File: config.mk
export PLATFORM = sky130hd
export DESIGN_NAME = arm_can_message_responder_flat
export DESIGN_NICKNAME = d
export VERILOG_FILES = /design/src/hw/rtl/acmr_pkg.sv /design/src/hw/rtl/acmr_if.sv /design/src/hw/rtl/acmr_cfg_regs.sv /design/src/hw/rtl/acmr_reply.sv /design/src/hw/rtl/arm_can_message_responder.sv /design/src/flat_wrapper.sv
export SDC_FILE = /design/constraint.sdc
export NUM_CORES = 1
export LEC_CHECK = 0
export ABC_AREA = 1
export BUFFER_PORTS_ARGS = -buffer_cell sky130_fd_sc_hd__buf_2
export CORE_AREA = 4 4 123 125
export CTS_CLUSTER_DIAMETER = 80
export CTS_CLUSTER_SIZE = 25
export DETAILED_ROUTE_END_ITERATION = 7
export DIE_AREA = 0 0 127 129
export PLACE_DENSITY = 0.71
export SYNTH_ARGS = -nofsm -noshare
export SYNTH_HDL_FRONTEND = slang
export SYNTH_SLANG_ARGS = --single-unit
File: constraint.sdc
create_clock -name clk -period 2.28 [get_ports clk]
set_clock_uncertainty 0.1 [all_clocks]
set_input_delay 0.114 -clock clk [delete_from_list [all_inputs] [get_ports clk]]
set_output_delay 0.114 -clock clk [all_outputs]
set_load 0.02 [all_outputs]
File: src/hw/rtl/acmr_pkg.sv
// ----------------------------------------------------------------------------
// acmr_pkg: shared types and constants
// Frame identifiers, mode and register codes, and item structs used by the
// arm CAN message responder.
// ----------------------------------------------------------------------------
package acmr_pkg;

  localparam int IdentW   = 11;
  localparam int ByteW    = 8;
  localparam int NumBytes = 8;
  localparam int NumSpeed = 7;
  localparam int NumAxes  = 7;
  localparam int ModeW    = 4;
  localparam int LenW     = 4;
  localparam int NoticeW  = 2;
  localparam int PosW     = 16;
  localparam int CfgIdxW  = 3;
  localparam int PhaseW   = 2;

  // frame identifiers
  localparam logic [IdentW-1:0] ID_STATUS   = 11'h350;
  localparam logic [IdentW-1:0] ID_POSITION = 11'h360;
  localparam logic [IdentW-1:0] ID_POLL     = 11'h37F;
  localparam logic [IdentW-1:0] ID_STOP     = 11'h370;
  localparam logic [IdentW-1:0] ID_CART     = 11'h371;
  localparam logic [IdentW-1:0] ID_JOINT    = 11'h374;
  localparam logic [IdentW-1:0] ID_FOLDOUT  = 11'h375;
  localparam logic [IdentW-1:0] ID_FOLDIN   = 11'h376;

  // status byte flag: message field is meaningful
  localparam logic [ByteW-1:0] MSG_FLAG = 8'h80;

  // arm messages that drive the announcement tracker
  localparam logic [ByteW-1:0] MSG_GRIP_READY   = 8'd2;
  localparam logic [ByteW-1:0] MSG_ANGLES_READY = 8'd3;

  // control modes
  localparam logic [ModeW-1:0] MODE_CART    = 4'd1;
  localparam logic [ModeW-1:0] MODE_JOINT   = 4'd4;
  localparam logic [ModeW-1:0] MODE_FOLDOUT = 4'd5;
  localparam logic [ModeW-1:0] MODE_FOLDIN  = 4'd6;

  // reply lengths
  localparam logic [LenW-1:0] LEN_NONE = 4'd0;
  localparam logic [LenW-1:0] LEN_FULL = 4'd8;

  // notice codes
  localparam logic [NoticeW-1:0] NOTICE_NONE   = 2'd0;
  localparam logic [NoticeW-1:0] NOTICE_GRIP   = 2'd1;
  localparam logic [NoticeW-1:0] NOTICE_ANGLES = 2'd2;

  // announcement tracker phases
  localparam logic [PhaseW-1:0] PHASE_DONE   = 2'd0;
  localparam logic [PhaseW-1:0] PHASE_GRIP   = 2'd1;
  localparam logic [PhaseW-1:0] PHASE_ANGLES = 2'd2;

  // configuration register indexes
  localparam logic [CfgIdxW-1:0] CFG_CONTROL_MODE = 3'd0;
  localparam logic [CfgIdxW-1:0] CFG_SPEED_AXIS1  = 3'd1;
  localparam logic [CfgIdxW-1:0] CFG_SPEED_AXIS2  = 3'd2;
  localparam logic [CfgIdxW-1:0] CFG_SPEED_AXIS3  = 3'd3;
  localparam logic [CfgIdxW-1:0] CFG_SPEED_AXIS4  = 3'd4;
  localparam logic [CfgIdxW-1:0] CFG_SPEED_AXIS5  = 3'd5;
  localparam logic [CfgIdxW-1:0] CFG_SPEED_AXIS6  = 3'd6;
  localparam logic [CfgIdxW-1:0] CFG_SPEED_GRIP   = 3'd7;

  typedef struct packed {
    logic [IdentW-1:0]                ident;
    logic [NumBytes-1:0][ByteW-1:0]   bytes;
  } rx_item_t;

  typedef struct packed {
    logic [IdentW-1:0]                ident;
    logic                             remote;
    logic [LenW-1:0]                  len;
    logic [NumBytes-1:0][ByteW-1:0]   bytes;
    logic [NoticeW-1:0]               notice;
  } tx_item_t;

  typedef struct packed {
    logic [ModeW-1:0]                 control_mode;
    logic [NumSpeed-1:0][ByteW-1:0]   speed;
  } cfg_t;

endpackage

File: src/hw/rtl/acmr_if.sv
// ----------------------------------------------------------------------------
// acmr_rx_if / acmr_tx_if: frame channels
// Valid/ready channels carrying a received frame and a reply frame.
// ----------------------------------------------------------------------------
interface acmr_rx_if;
  logic        valid;
  logic        ready;
  logic [10:0] rx_ident;
  logic [7:0]  rx_byte0;
  logic [7:0]  rx_byte1;
  logic [7:0]  rx_byte2;
  logic [7:0]  rx_byte3;
  logic [7:0]  rx_byte4;
  logic [7:0]  rx_byte5;
  logic [7:0]  rx_byte6;
  logic [7:0]  rx_byte7;

  modport source (
    output valid, rx_ident, rx_byte0, rx_byte1, rx_byte2, rx_byte3,
           rx_byte4, rx_byte5, rx_byte6, rx_byte7,
    input  ready
  );
  modport sink (
    input  valid, rx_ident, rx_byte0, rx_byte1, rx_byte2, rx_byte3,
           rx_byte4, rx_byte5, rx_byte6, rx_byte7,
    output ready
  );
endinterface

interface acmr_tx_if;
  logic        valid;
  logic        ready;
  logic [10:0] tx_ident;
  logic        tx_remote;
  logic [3:0]  tx_len;
  logic [7:0]  tx_byte0;
  logic [7:0]  tx_byte1;
  logic [7:0]  tx_byte2;
  logic [7:0]  tx_byte3;
  logic [7:0]  tx_byte4;
  logic [7:0]  tx_byte5;
  logic [7:0]  tx_byte6;
  logic [7:0]  tx_byte7;
  logic [1:0]  notice;

  modport source (
    output valid, tx_ident, tx_remote, tx_len, tx_byte0, tx_byte1, tx_byte2,
           tx_byte3, tx_byte4, tx_byte5, tx_byte6, tx_byte7, notice,
    input  ready
  );
  modport sink (
    input  valid, tx_ident, tx_remote, tx_len, tx_byte0, tx_byte1, tx_byte2,
           tx_byte3, tx_byte4, tx_byte5, tx_byte6, tx_byte7, notice,
    output ready
  );
endinterface

File: src/hw/rtl/acmr_cfg_regs.sv
// ----------------------------------------------------------------------------
// acmr_cfg_regs: configuration registers
// Control mode and seven speed bytes, written through a plain write port.
// ----------------------------------------------------------------------------
module acmr_cfg_regs
  import acmr_pkg::*;
(
  input  logic               clk,
  input  logic               rst,
  input  logic               cfg_we,
  input  logic [CfgIdxW-1:0] cfg_index,
  input  logic [ByteW-1:0]   cfg_data,
  output cfg_t               cfg
);

  always_ff @(posedge clk) begin
    if (rst) begin
      cfg <= '0;
    end else if (cfg_we) begin
      if (cfg_index == CFG_CONTROL_MODE) begin
        cfg.control_mode <= cfg_data[ModeW-1:0];
      end else begin
        // speed slot n sits at register index n+1
        cfg.speed[CfgIdxW'(cfg_index - CFG_SPEED_AXIS1)] <= cfg_data;
      end
    end
  end

endmodule

File: src/hw/rtl/acmr_reply.sv
// ----------------------------------------------------------------------------
// acmr_reply: frame decode, arm state and held reply frame
// Updates arm state and the announcement tracker from one frame and builds
// the reply into the held frame, which doubles as the result register.
// ----------------------------------------------------------------------------
module acmr_reply
  import acmr_pkg::*;
(
  input  logic     clk,
  input  logic     rst,
  input  logic     load,
  input  rx_item_t item,
  input  cfg_t     cfg,
  output tx_item_t reply
);

  logic [ByteW-1:0]               arm_status;
  logic [ByteW-1:0]               arm_message;
  logic [NumAxes-1:0][PosW-1:0]   axis_position;
  logic [PhaseW-1:0]              announce_phase;
  logic [IdentW-1:0]              held_ident;
  logic [LenW-1:0]                held_len;
  logic [NumBytes-1:0][ByteW-1:0] held_bytes;
  logic [NoticeW-1:0]             notice;

  logic [PhaseW-1:0]              announce_phase_next;
  logic [IdentW-1:0]              held_ident_next;
  logic [LenW-1:0]                held_len_next;
  logic [NumBytes-1:0][ByteW-1:0] held_bytes_next;
  logic [NoticeW-1:0]             notice_next;
  logic                           is_status;
  logic                           is_position;
  logic                           flagged;

  assign is_status   = (item.ident == ID_STATUS);
  assign is_position = (item.ident == ID_POSITION);
  assign flagged     = (item.bytes[0] & MSG_FLAG) != '0;

  // announcement tracker
  always_comb begin
    announce_phase_next = announce_phase;
    notice_next         = NOTICE_NONE;
    if (is_status && flagged) begin
      if (item.bytes[1] == MSG_GRIP_READY && announce_phase == PHASE_GRIP) begin
        announce_phase_next = PHASE_ANGLES;
        notice_next         = NOTICE_GRIP;
      end else if (item.bytes[1] == MSG_ANGLES_READY &&
                   announce_phase == PHASE_ANGLES) begin
        announce_phase_next = PHASE_DONE;
        notice_next         = NOTICE_ANGLES;
      end
    end
  end

  // reply frame
  always_comb begin
    held_ident_next = held_ident;
    held_len_next   = held_len;
    held_bytes_next = held_bytes;
    if (is_status || is_position) begin
      held_ident_next = item.ident;
      held_len_next   = LEN_NONE;
    end else if (item.ident == ID_POLL) begin
      if (cfg.control_mode == MODE_CART || cfg.control_mode == MODE_JOINT) begin
        held_ident_next = (cfg.control_mode == MODE_CART) ? ID_CART : ID_JOINT;
        held_len_next   = LEN_FULL;
        held_bytes_next = {cfg.speed, {ByteW{1'b0}}};
      end else if (cfg.control_mode == MODE_FOLDOUT) begin
        held_ident_next = ID_FOLDOUT;
        held_len_next   = LEN_NONE;
      end else if (cfg.control_mode == MODE_FOLDIN) begin
        held_ident_next = ID_FOLDIN;
        held_len_next   = LEN_NONE;
      end else begin
        held_ident_next = ID_STOP;
        held_len_next   = LEN_NONE;
      end
    end
  end

  always_ff @(posedge clk) begin
    if (rst) begin
      announce_phase <= PHASE_GRIP;
      held_ident     <= '0;
      held_len       <= '0;
      held_bytes     <= '0;
      arm_status     <= '0;
      arm_message    <= '0;
      axis_position  <= '0;
      notice         <= NOTICE_NONE;
    end else if (load) begin
      announce_phase <= announce_phase_next;
      held_ident     <= held_ident_next;
      held_len       <= held_len_next;
      held_bytes     <= held_bytes_next;
      notice         <= notice_next;
      if (is_status) begin
        arm_status       <= item.bytes[0];
        arm_message      <= item.bytes[1];
        axis_position[0] <= {item.bytes[2], item.bytes[3]};
        axis_position[1] <= {item.bytes[4], item.bytes[5]};
        axis_position[2] <= {item.bytes[6], item.bytes[7]};
      end
      if (is_position) begin
        axis_position[3] <= {item.bytes[0], item.bytes[1]};
        axis_position[4] <= {item.bytes[2], item.bytes[3]};
        axis_position[5] <= {item.bytes[4], item.bytes[5]};
        axis_position[6] <= {item.bytes[6], item.bytes[7]};
      end
    end
  end

  assign reply.ident  = held_ident;
  assign reply.remote = 1'b0;
  assign reply.len    = held_len;
  assign reply.bytes  = held_bytes;
  assign reply.notice = notice;

endmodule

File: src/hw/rtl/arm_can_message_responder.sv
// ----------------------------------------------------------------------------
// arm_can_message_responder: robot arm CAN reply engine
// Turns each received CAN frame into exactly one reply frame.
// ----------------------------------------------------------------------------
// Usage:
//   rx : received frames (identifier + 8 data bytes), valid/ready.
//   tx : reply frames (identifier, remote bit, length, 8 bytes, notice).
//   cfg_we / cfg_index / cfg_data : write-only config port; index 0 is the
//        control mode, 1..7 the speed bytes. Write only while idle.
// Path: a frame taken on rx is registered in the input register, then goes
//   through decode into the held reply frame, which drives tx.
// Throughput: one item per cycle while tx takes each reply; the input register
//   and the held-frame result register form a two-stage valid/ready pipeline.
// Status and position frames update the arm state and echo their own
//   identifier with length 0; a poll frame gets a mode command; unknown
//   identifiers resend the held frame. Notice flags gripper ready and then
//   angles ready, once each.
// Reset: clears both stage valids, the arm state and the held frame; the
//   announcement tracker starts waiting for gripper ready.
// Stall: while tx is not taken the held frame stays put, the input register
//   fills, and rx.ready drops once both stages are full.
// ----------------------------------------------------------------------------
module arm_can_message_responder
  import acmr_pkg::*;
(
  input  logic               clk,
  input  logic               rst,
  acmr_rx_if.sink            rx,
  acmr_tx_if.source          tx,
  input  logic               cfg_we,
  input  logic [CfgIdxW-1:0] cfg_index,
  input  logic [ByteW-1:0]   cfg_data
);

  cfg_t     cfg;
  rx_item_t in_item;
  rx_item_t in_q;
  tx_item_t reply;
  logic     in_valid;   // input register holds an item
  logic     out_valid;  // held frame is an undelivered result
  logic     out_load;   // input item moves into the result stage
  logic     out_free;

  acmr_cfg_regs u_cfg (
    .clk       (clk),
    .rst       (rst),
    .cfg_we    (cfg_we),
    .cfg_index (cfg_index),
    .cfg_data  (cfg_data),
    .cfg       (cfg)
  );

  assign in_item.ident = rx.rx_ident;
  assign in_item.bytes = {rx.rx_byte7, rx.rx_byte6, rx.rx_byte5, rx.rx_byte4,
                          rx.rx_byte3, rx.rx_byte2, rx.rx_byte1, rx.rx_byte0};

  // pipeline handshake
  assign out_free = !out_valid || tx.ready;
  assign out_load = in_valid && out_free;
  assign rx.ready = !in_valid || out_free;

  always_ff @(posedge clk) begin
    if (rst) begin
      in_valid  <= 1'b0;
      out_valid <= 1'b0;
    end else begin
      if (rx.ready) begin
        in_valid <= rx.valid;
      end
      if (out_free) begin
        out_valid <= in_valid;
      end
    end
  end

  // input register payload, no reset needed
  always_ff @(posedge clk) begin
    if (rx.valid && rx.ready) begin
      in_q <= in_item;
    end
  end

  acmr_reply u_reply (
    .clk   (clk),
    .rst   (rst),
    .load  (out_load),
    .item  (in_q),
    .cfg   (cfg),
    .reply (reply)
  );

  assign tx.valid     = out_valid;
  assign tx.tx_ident  = reply.ident;
  assign tx.tx_remote = reply.remote;
  assign tx.tx_len    = reply.len;
  assign tx.tx_byte0  = reply.bytes[0];
  assign tx.tx_byte1  = reply.bytes[1];
  assign tx.tx_byte2  = reply.bytes[2];
  assign tx.tx_byte3  = reply.bytes[3];
  assign tx.tx_byte4  = reply.bytes[4];
  assign tx.tx_byte5  = reply.bytes[5];
  assign tx.tx_byte6  = reply.bytes[6];
  assign tx.tx_byte7  = reply.bytes[7];
  assign tx.notice    = reply.notice;

endmodule
File: src/flat_wrapper.sv
// flat-port wrapper written by rule: the top's interface ports become plain ports
module arm_can_message_responder_flat import acmr_pkg::*;
  (clk, rst, cfg_we, cfg_index, cfg_data, rx_valid, rx_rx_ident, rx_rx_byte0, rx_rx_byte1, rx_rx_byte2, rx_rx_byte3, rx_rx_byte4, rx_rx_byte5, rx_rx_byte6, rx_rx_byte7, rx_ready, tx_valid, tx_tx_ident, tx_tx_remote, tx_tx_len, tx_tx_byte0, tx_tx_byte1, tx_tx_byte2, tx_tx_byte3, tx_tx_byte4, tx_tx_byte5, tx_tx_byte6, tx_tx_byte7, tx_notice, tx_ready);
  acmr_rx_if rx_i ();
  acmr_tx_if tx_i ();
  input  logic clk;
  input  logic rst;
  input  logic cfg_we;
  input  logic [CfgIdxW-1:0] cfg_index;
  input  logic [ByteW-1:0] cfg_data;
  input wire logic [$bits(rx_i.valid)-1:0] rx_valid;
  input wire logic [$bits(rx_i.rx_ident)-1:0] rx_rx_ident;
  input wire logic [$bits(rx_i.rx_byte0)-1:0] rx_rx_byte0;
  input wire logic [$bits(rx_i.rx_byte1)-1:0] rx_rx_byte1;
  input wire logic [$bits(rx_i.rx_byte2)-1:0] rx_rx_byte2;
  input wire logic [$bits(rx_i.rx_byte3)-1:0] rx_rx_byte3;
  input wire logic [$bits(rx_i.rx_byte4)-1:0] rx_rx_byte4;
  input wire logic [$bits(rx_i.rx_byte5)-1:0] rx_rx_byte5;
  input wire logic [$bits(rx_i.rx_byte6)-1:0] rx_rx_byte6;
  input wire logic [$bits(rx_i.rx_byte7)-1:0] rx_rx_byte7;
  output wire logic [$bits(rx_i.ready)-1:0] rx_ready;
  output wire logic [$bits(tx_i.valid)-1:0] tx_valid;
  output wire logic [$bits(tx_i.tx_ident)-1:0] tx_tx_ident;
  output wire logic [$bits(tx_i.tx_remote)-1:0] tx_tx_remote;
  output wire logic [$bits(tx_i.tx_len)-1:0] tx_tx_len;
  output wire logic [$bits(tx_i.tx_byte0)-1:0] tx_tx_byte0;
  output wire logic [$bits(tx_i.tx_byte1)-1:0] tx_tx_byte1;
  output wire logic [$bits(tx_i.tx_byte2)-1:0] tx_tx_byte2;
  output wire logic [$bits(tx_i.tx_byte3)-1:0] tx_tx_byte3;
  output wire logic [$bits(tx_i.tx_byte4)-1:0] tx_tx_byte4;
  output wire logic [$bits(tx_i.tx_byte5)-1:0] tx_tx_byte5;
  output wire logic [$bits(tx_i.tx_byte6)-1:0] tx_tx_byte6;
  output wire logic [$bits(tx_i.tx_byte7)-1:0] tx_tx_byte7;
  output wire logic [$bits(tx_i.notice)-1:0] tx_notice;
  input wire logic [$bits(tx_i.ready)-1:0] tx_ready;
  assign rx_i.valid = rx_valid;
  assign rx_i.rx_ident = rx_rx_ident;
  assign rx_i.rx_byte0 = rx_rx_byte0;
  assign rx_i.rx_byte1 = rx_rx_byte1;
  assign rx_i.rx_byte2 = rx_rx_byte2;
  assign rx_i.rx_byte3 = rx_rx_byte3;
  assign rx_i.rx_byte4 = rx_rx_byte4;
  assign rx_i.rx_byte5 = rx_rx_byte5;
  assign rx_i.rx_byte6 = rx_rx_byte6;
  assign rx_i.rx_byte7 = rx_rx_byte7;
  assign rx_ready = rx_i.ready;
  assign tx_valid = tx_i.valid;
  assign tx_tx_ident = tx_i.tx_ident;
  assign tx_tx_remote = tx_i.tx_remote;
  assign tx_tx_len = tx_i.tx_len;
  assign tx_tx_byte0 = tx_i.tx_byte0;
  assign tx_tx_byte1 = tx_i.tx_byte1;
  assign tx_tx_byte2 = tx_i.tx_byte2;
  assign tx_tx_byte3 = tx_i.tx_byte3;
  assign tx_tx_byte4 = tx_i.tx_byte4;
  assign tx_tx_byte5 = tx_i.tx_byte5;
  assign tx_tx_byte6 = tx_i.tx_byte6;
  assign tx_tx_byte7 = tx_i.tx_byte7;
  assign tx_notice = tx_i.notice;
  assign tx_i.ready = tx_ready;
  arm_can_message_responder u_core (.clk(clk), .rst(rst), .rx(rx_i), .tx(tx_i), .cfg_we(cfg_we), .cfg_index(cfg_index), .cfg_data(cfg_data));
endmodule
==> results.md, run 1 <==
- Critical path launch point type: primary input
- Share of the cycle needed by the critical path after routing: 83.8%
- Skew-Pair Late Insertion Delay: 0.41 ns
- Number of I/O port buffers: 107
- Register area: 3280 sq um
- Seq cells post-synth: 154
- Final weighted congestion of routability-driven global placement: 0.817
- Width of the die: 127 um
- Final Setup Violations: 0
- Routed vias/inst: 4.76
- Area occupied by multi-input gates: 2520 sq um
- TritonCTS Buffers: 17
- Post-CTS Setup Bufs: 0
- RSZ-0062 raised after global routing: false
- Detailed Place HPWL: 9090 um
- Sinks on the clock net: 154
- Worst VDD drop: 0.534 mV
- Ordered list of cells on the worst path: dlygate4sd3_1, buf_2, inv_1, nand2_1, nand2_1, a21oi_4, nand2_2, buf_4, nand2_1, a21oi_2
- Standard cell core area: 13900 sq um
- Endpoint arrival time on the critical path: 2.16 ns
- Cells after DPL: 966
- Antenna Diode Count: 0
- DRT Wirelength: 14300 um
- Global route overflow: 0
- Shortest period the worst path allows: 1.91 ns
- Number of antenna violations at the first check in global routing: 1
- Synthesized area per cell: 8.85 sq um
- Hold violation total from the final report: 0
- Async SR Flop Fraction: 0%
- 1st-pass router iterations: 4
- DRC violations left: 0
- Required @ worst endpoint: 2.53 ns
- Top-level I/O count: 175
- Maximum number of pins on one net before global-route repair: 69
- CP top delay family: buffers and inverters
- Achievable clock frequency: 523 MHz
- Type of the worst setup path: primary input to flop
- Number of nets at the end of the flow: 929
- Number of vias in the routed layout: 4889
- Cell variety after synth: 28
- Synth Cell Area: 6230 sq um
- Vias in the first global route: 4659
- Count of mapped cells out of synthesis: 704
- Starting density of the core: 44.9%
- Number of enable-type register cells in the synthesized netlist: 20
- Buf/Inv on CP: 4
- Final design instance area without fill: 7610 sq um
- Vert. Die Dim: 129 um
- P_leak: 3.11 nW
- H-tree level count: 4
- Maximum cell stage delay along the critical path: 0.55 ns
- Count of standard-cell rows: 43
- Initial DRC Count: 255
- CTS max path bufs: 2
- Clock tree from TritonCTS: done
- Share of final-layout standard cells stronger than drive strength 1: 28.3%
- Clk Tree Root Cell: sky130_fd_sc_hd__clkbuf_16
- Post-CTS Hold Buffers: 31
- Filler Cells Inserted: 1329
- Headroom to the max-slew limit: 61.0%
- Most common cell type on the critical path: sky130_fd_sc_hd__nand2_1
- All-layer global routing usage: 18.0%
- Max-cap violations: 0
- Number of routed nets with antenna violations: 0
- Total die area: 16400 sq um
- Cell with the largest stage delay on the worst path: sky130_fd_sc_hd__dlygate4sd3_1
- Endpoint class of the critical path: flop
- Power Density: 755 nW/um^2
- Highest fanout seen on the critical path: 56
- Average wire per standard cell: 14.0 um
- Worst hold path class: primary input to flop
- First-pass GRT wire length: 23200 um
- Final standard cell count with taps included and fillers excluded: 1027
- Run status: complete, no violations
- Clk pin slew, worst setup/hold paths: 0.06 ns
- Top_reg_cell synth: sky130_fd_sc_hd__dfxtp_1
- Area of placed instances: 6770 sq um
- Max Transition Viols Final: 0
- Syn-to-layout area delta: 22.1%
- Number of synthesis warnings: 0
- Number of gates given a new drive strength after cts: 0
- Transition time at the pin with the least slew margin: 0.585 ns
- Setup TNS: 0 ns
- Part of the Yosys area used for sequential elements: 52.7%
==> power breakdown <==
| part | internal (mW) | leakage (nW) | switching, mW |
|---|---|---|---|
| Sequential | 2.82 | 1.28 | 0.0403 |
| Clock | 1.50 | 0.265 | 1.05 |
| Combinational | 0.119 | 1.56 | 0.214 |
==> kinds of logic after synthesis <==
| kind of cell | count (synthesis) | synth area share [%] |
|---|---|---|
| flops | 154 | 52.7 |
| fa+ha+maj | 2 | 0.401 |
| compound gates | 134 | 13.3 |
| xor+xnor | 1 | 0.261 |
| simple gates | 334 | 25.6 |
| buf+inv | 78 | 7.69 |
| other cells | 1 | 0.0602 |
==> flip-flops by register name, indices dropped and copies added (netlist names) <==
name / count
u_core.tx.valid: 1
u_core.u_reply.reply: 56
u_core.u_reply.held_len: 1
u_core.in_q: 20
u_core.u_cfg.cfg: 60
u_core.u_reply.announce_phase: 2
u_core.u_reply.held_ident: 11
u_core.u_reply.notice: 2
u_core.in_valid: 1
==> worst paths after layout <==
kind | from | end | slack [ns] | depth (start not counted)
worst min-delay path | cfg_we | u_core.u_cfg.cfg[56] | 0.08 | 3
worst min register to register | u_core.u_reply.held_ident[7] | u_core.u_reply.held_ident[7] | 0.34 | 2
worst max register to register | u_core.in_q[68] | u_core.u_reply.reply[46] | 0.43 | 8
worst max-delay path | tx_ready | u_core.u_reply.reply[46] | 0.37 | 10
==> worst register-to-register path: stages (launching register included) <==
cell	delay (ns)
sky130_fd_sc_hd__edfxtp_1	0.46
sky130_fd_sc_hd__nand2_2	0.11
sky130_fd_sc_hd__nor2_1	0.05
sky130_fd_sc_hd__nand2_1	0.09
sky130_fd_sc_hd__nor2_4	0.06
sky130_fd_sc_hd__nand2_2	0.07
sky130_fd_sc_hd__buf_4	0.48
sky130_fd_sc_hd__nand2_1	0.19
sky130_fd_sc_hd__a21oi_2	0.17
==> placed cells by master, fill, tap and decap left out <==
cell,n
sky130_fd_sc_hd__clkinv_4,2
sky130_fd_sc_hd__buf_12,1
sky130_fd_sc_hd__o21bai_1,2
sky130_fd_sc_hd__clkinv_2,3
sky130_fd_sc_hd__a21oi_4,1
sky130_fd_sc_hd__nand3_2,41
sky130_fd_sc_hd__nand3_1,33
sky130_fd_sc_hd__or2_2,1
sky130_fd_sc_hd__clkbuf_8,2
sky130_fd_sc_hd__nor3_1,2
sky130_fd_sc_hd__a21oi_1,26
sky130_fd_sc_hd__dlygate4sd3_1,31
sky130_fd_sc_hd__buf_4,8
sky130_fd_sc_hd__ha_1,2
sky130_fd_sc_hd__dfxtp_1,134
sky130_fd_sc_hd__nor2_2,4
sky130_fd_sc_hd__buf_2,107
sky130_fd_sc_hd__inv_1,28
sky130_fd_sc_hd__nand4_1,2
sky130_fd_sc_hd__inv_2,5
sky130_fd_sc_hd__clkbuf_16,18
sky130_fd_sc_hd__edfxtp_1,20
sky130_fd_sc_hd__clkbuf_1,4
sky130_fd_sc_hd__nand2_2,2
sky130_fd_sc_hd__a21oi_2,40
sky130_fd_sc_hd__o21ai_0,62
sky130_fd_sc_hd__o21ai_1,3
sky130_fd_sc_hd__conb_1,12
sky130_fd_sc_hd__nor2_1,150
sky130_fd_sc_hd__nand2_1,96
sky130_fd_sc_hd__inv_4,1
sky130_fd_sc_hd__nor2_4,3
sky130_fd_sc_hd__xnor2_2,1
==> routing by layer <==
layer	global-route usage, %	part of all wire, %
met1	22.2	44
met2	30.2	49
met3	4.36	4.5
met4	7.32	2.6
met5	0	0.091
==> cell type report <==
cell class	count	area share [%]
Clock buffer	24	6.48
Sequential cell	154	43.1
Tap cell	180	2.96
Inverter	33	1.63
Multi-Input combinational cell	483	33.1
Clock inverter	6	0.510
Timing Repair Buffer	147	12.2
==> through the flow <==
| step | power, mW | setup slack, ns | util, % | hold slack, ns |
|---|---|---|---|---|
| 2_1_floorplan | 3.12 | 0.664 | - | 0.113 |
| 3_3_place_gp | 3.20 | 0.454 | 48.8 | 0.191 |
| 3_5_place_dp | 3.21 | 0.438 | 48.8 | 0.192 |
| 4_1_cts | 5.79 | 0.388 | 54.8 | 0.0512 |
| 5_1_grt | 5.96 | 0.155 | 54.8 | 0.0931 |
| 6_report | 5.74 | 0.369 | 54.8 | 0.0836 |
==> synthesized netlist by cell type, types with 3 or more instances <==
master / n / area (sq um)
sky130_fd_sc_hd__nand3_1: 33 / 165
sky130_fd_sc_hd__inv_2: 5 / 18.8
sky130_fd_sc_hd__buf_2: 4 / 20.0
sky130_fd_sc_hd__o21ai_1: 3 / 15.0
sky130_fd_sc_hd__edfxtp_1: 20 / 601
sky130_fd_sc_hd__o21ai_0: 62 / 310
sky130_fd_sc_hd__inv_1: 28 / 105
sky130_fd_sc_hd__clkbuf_1: 14 / 52.6
sky130_fd_sc_hd__dfxtp_1: 134 / 2680
sky130_fd_sc_hd__nor2_4: 3 / 33.8
sky130_fd_sc_hd__a21oi_2: 41 / 359
sky130_fd_sc_hd__nor2_1: 150 / 563
sky130_fd_sc_hd__nand2_1: 97 / 364
sky130_fd_sc_hd__buf_6: 9 / 101
sky130_fd_sc_hd__nand3_2: 41 / 410
sky130_fd_sc_hd__buf_12: 4 / 80.1
sky130_fd_sc_hd__buf_4: 13 / 97.6
sky130_fd_sc_hd__a21oi_1: 26 / 130
sky130_fd_sc_hd__nor2_2: 4 / 25.0
Note: power is estimated with default switching activity, not from simulation.
==> inputs of run 2 (changes only) <==
--- a/config.mk
+++ b/config.mk
@@ -12,7 +12,7 @@
 export CTS_CLUSTER_SIZE = 25
 export DETAILED_ROUTE_END_ITERATION = 7
 export DIE_AREA = 0 0 127 129
-export PLACE_DENSITY = 0.71
+export PLACE_DENSITY = 0.73
 export SYNTH_ARGS = -nofsm -noshare
 export SYNTH_HDL_FRONTEND = slang
 export SYNTH_SLANG_ARGS = --single-unit
==> constraint.sdc (replaced) <==
create_clock -name clk -period 1.6 [get_ports clk]
set_clock_uncertainty 0.1 [all_clocks]
set_input_delay 0.08 -clock clk [delete_from_list [all_inputs] [get_ports clk]]
set_output_delay 0.08 -clock clk [all_outputs]
set_load 0.02 [all_outputs]
==> run 2 against run 1 <==
Effect of this change:
- the flow now finishes with violations (setup timing)
- sequential cell count unchanged
- critical path type is now flop to flop
- clock power increased by 53%
- critical path depth unchanged
==> results.md, run 2 (same netlist as run 1, synthesis figures left out) <==
- Detailed Place HPWL: 9350 um (was 9090 um)
- Number of nets at the end of the flow: 960 (was 929)
- Critical path launch point type: flop (was primary input)
- DRC violations left: 0 (unchanged)
- Final standard cell count with taps included and fillers excluded: 1060 (was 1027)
- Highest fanout seen on the critical path: 8 (was 56)
- Capturing instance or port of the critical path: u_core.u_reply.reply[59] (was u_core.u_reply.reply[46])
- Sinks on the clock net: 154 (unchanged)
- All-layer global routing usage: 18.6% (was 18.0%)
- Most frequent cells in the layout: sky130_fd_sc_hd__nor2_1, sky130_fd_sc_hd__dfxtp_1, sky130_fd_sc_hd__buf_2 (unchanged)
- Skew-Pair Late Insertion Delay: 0.42 ns (was 0.41 ns)
- Pre-CTS worst setup slack: -0.0639 ns (was 0.438 ns)
- Number of routed nets with antenna violations: 0 (unchanged)
- Number of antenna violations at the first check in global routing: 1 (unchanged)
- Violations in the final reports: setup timing
- Count of standard-cell rows: 43 (unchanged)
- Final weighted congestion of routability-driven global placement: 0.792 (was 0.817)
- Cells after DPL: 979 (was 966)
- Routed vias/inst: 5.01 (was 4.76)
- Setup crit start: u_core.in_q[71] (was tx_ready)
- Achievable clock frequency: 603 MHz
- RR Startpoint: u_core.in_q[71] (was u_core.in_q[68])
- Most common cell after layout, fill and taps aside: sky130_fd_sc_hd__nor2_1 (unchanged)
- Number of vias in the routed layout: 5306 (was 4889)
- Standard cell core area: 13900 sq um (unchanged)
- Largest register by flop count: u_core.u_cfg.cfg (unchanged)
- TritonCTS Buffers: 17 (unchanged)
- Endpoint class of the critical path: flop (unchanged)
- Endpoint arrival time on the critical path: 1.86 ns (was 2.16 ns)
- Required @ worst endpoint: 1.80 ns (was 2.53 ns)
- Top-level I/O count: 175 (unchanged)
- Final Setup Violations: 56 (was 0)
- CTS max path bufs: 2 (unchanged)
- First-pass GRT wire length: 24200 um (was 23200 um)
- Syn-to-layout area delta: 34.6% (was 22.1%)
- Width of the die: 127 um (unchanged)
- Clk Tree Root Cell: sky130_fd_sc_hd__clkbuf_16 (unchanged)
- Max Transition Viols Final: 0 (unchanged)
- Share of final-layout standard cells stronger than drive strength 1: 36.6% (was 28.3%)
- GRT met2 Usage: 31.3% (was 30.2%)
- RSZ-0062 raised after global routing: true (was false)
- Run status: complete, but fails checks (was complete, no violations)
- Worst VDD drop: 0.779 mV (was 0.534 mV)
- Global route overflow: 0 (unchanged)
- Type of the worst setup path: flop to flop (was primary input to flop)
- Share of the cycle needed by the critical path after routing: 104%
- Vert. Die Dim: 129 um (unchanged)
- Starting density of the core: 44.9% (unchanged)
- Final Power: 8.52 mW (was 5.74 mW)
- Hold violation total from the final report: 0 (unchanged)
- P_leak: 3.41 nW (was 3.11 nW)
- Maximum number of pins on one net before global-route repair: 69 (unchanged)
- Average wire per standard cell: 15.9 um (was 14.0 um)
- Power Density: 1020 nW/um^2 (was 755 nW/um^2)
- Vias in the first global route: 4958 (was 4659)
- Initial DRC Count: 423 (was 255)
- Utilization of the core after routing: 60.4% (was 54.8%)
- Worst reg2reg setup slack: -0.06 ns (was 0.43 ns)
- Clock tree from TritonCTS: done (unchanged)
- Met3 Track Usage GR: 5.27% (was 4.36%)
- Max-cap violations: 0 (unchanged)
- H-tree level count: 4 (unchanged)
- Clk pin slew, worst setup/hold paths: 0.06 ns (about the same)
- Worst Setup Slack, final: -0.0590 ns (was 0.369 ns)
- Hold depth: 4 (was 3)
- Total die area: 16400 sq um (unchanged)
- Shortest period the worst path allows: 1.66 ns
- Worst hold path class: primary input to flop (unchanged)
- Critical R2R Capture: u_core.u_reply.reply[59] (was u_core.u_reply.reply[46])
- Number of I/O port buffers: 107 (unchanged)
- DRT Wirelength: 16800 um (was 14300 um)
- Global route hottest layer: met2 (unchanged)
- Met1 track demand over resource in global routing: 22.6% (was 22.2%)
- Worst Reg2Reg Path Length in Cells: 10 (was 8)
- 1st-pass router iterations: 5 (was 4)
- Largest register FFs: 60 (unchanged)
==> run 2: cell types whose count changed in the layout (fill, tap and decap cells not counted), sizes merged <==
cell / previous run / this run
buf: 116 / 140
bufinv: 0 / 2
clkbuf: 24 / 27
clkinv: 5 / 6
clkinvlp: 0 / 2
diode: 0 / 1
==> run 2: what timing repair did <==
action / CTS / global route
hold buffers: 31 / 0
gates cloned: 1 / 10
endpoints found under the hold margin: 77 / 0
endpoints found under the setup margin: 56 / 64
gates resized for setup: 8 / 60
pin swaps: 13 / 5
setup buffers: 2 / 5
==> run 2: worst min path at each step <==
stage                   startpoint                          endpoint  slack [ns]
global placement    rx_rx_ident[3]                   u_core.in_q[67]        0.16
CTS                   cfg_index[0]              u_core.u_cfg.cfg[31]        0.05
floorplan           rx_rx_byte1[2]                   u_core.in_q[10]        0.08
global route                   rst  u_core.u_reply.announce_phase[0]        0.09
finish                cfg_index[2]              u_core.u_cfg.cfg[58]        0.05
detailed placement  rx_rx_byte1[3]                   u_core.in_q[11]        0.16
==> run 2: routing by layer <==
metal	up-vias	wire length, um
met5	-	0
met4	0	521
met3	42	848
met2	159	8220
met1	2486	7260
li1	2619	-
==> run 2: through the flow <==
stage | area [sq um] | hold WS (ns) | setup TNS (ns)
after floorplan | 6280 | 0.0789 | 0
after global placement | 7000 | 0.156 | 0
after detailed placement | 7000 | 0.158 | -1.67
after CTS | 7950 | 0.0520 | -0.0727
after global routing | 8390 | 0.0856 | -7.24
final | 8390 | 0.0542 | -2.11
==> run 2: final cells by class <==
class / count / area, sq um
repair buffers: 178 / 1480
diodes: 1 / 2.50
clock buffers: 20 / 447
fillers: 1194 / 5490
flip-flops and latches: 154 / 3290
multi-input cells: 483 / 2710
clock inverters: 11 / 120
well taps: 180 / 225
inverters: 33 / 128
==> run 2: worst max-delay path: stages, from the launching register on <==
cell and delay [ns]:
sky130_fd_sc_hd__edfxtp_1 0.39, sky130_fd_sc_hd__inv_2 0.09, sky130_fd_sc_hd__nand2_2 0.06, sky130_fd_sc_hd__nor2_2 0.09, sky130_fd_sc_hd__nand2_2 0.07, sky130_fd_sc_hd__nor2_4 0.15, sky130_fd_sc_hd__buf_6 0.14, sky130_fd_sc_hd__nand2_8 0.11
sky130_fd_sc_hd__clkbuf_16 0.21, sky130_fd_sc_hd__nand2_1 0.07, sky130_fd_sc_hd__a21oi_2 0.05
==> run 2: power breakdown <==
group | total [mW] | switching (mW) | internal, mW
registers | 4.08 | 0.0608 | 4.02
logic | 0.542 | 0.330 | 0.212
clock network | 3.90 | 1.58 | 2.32
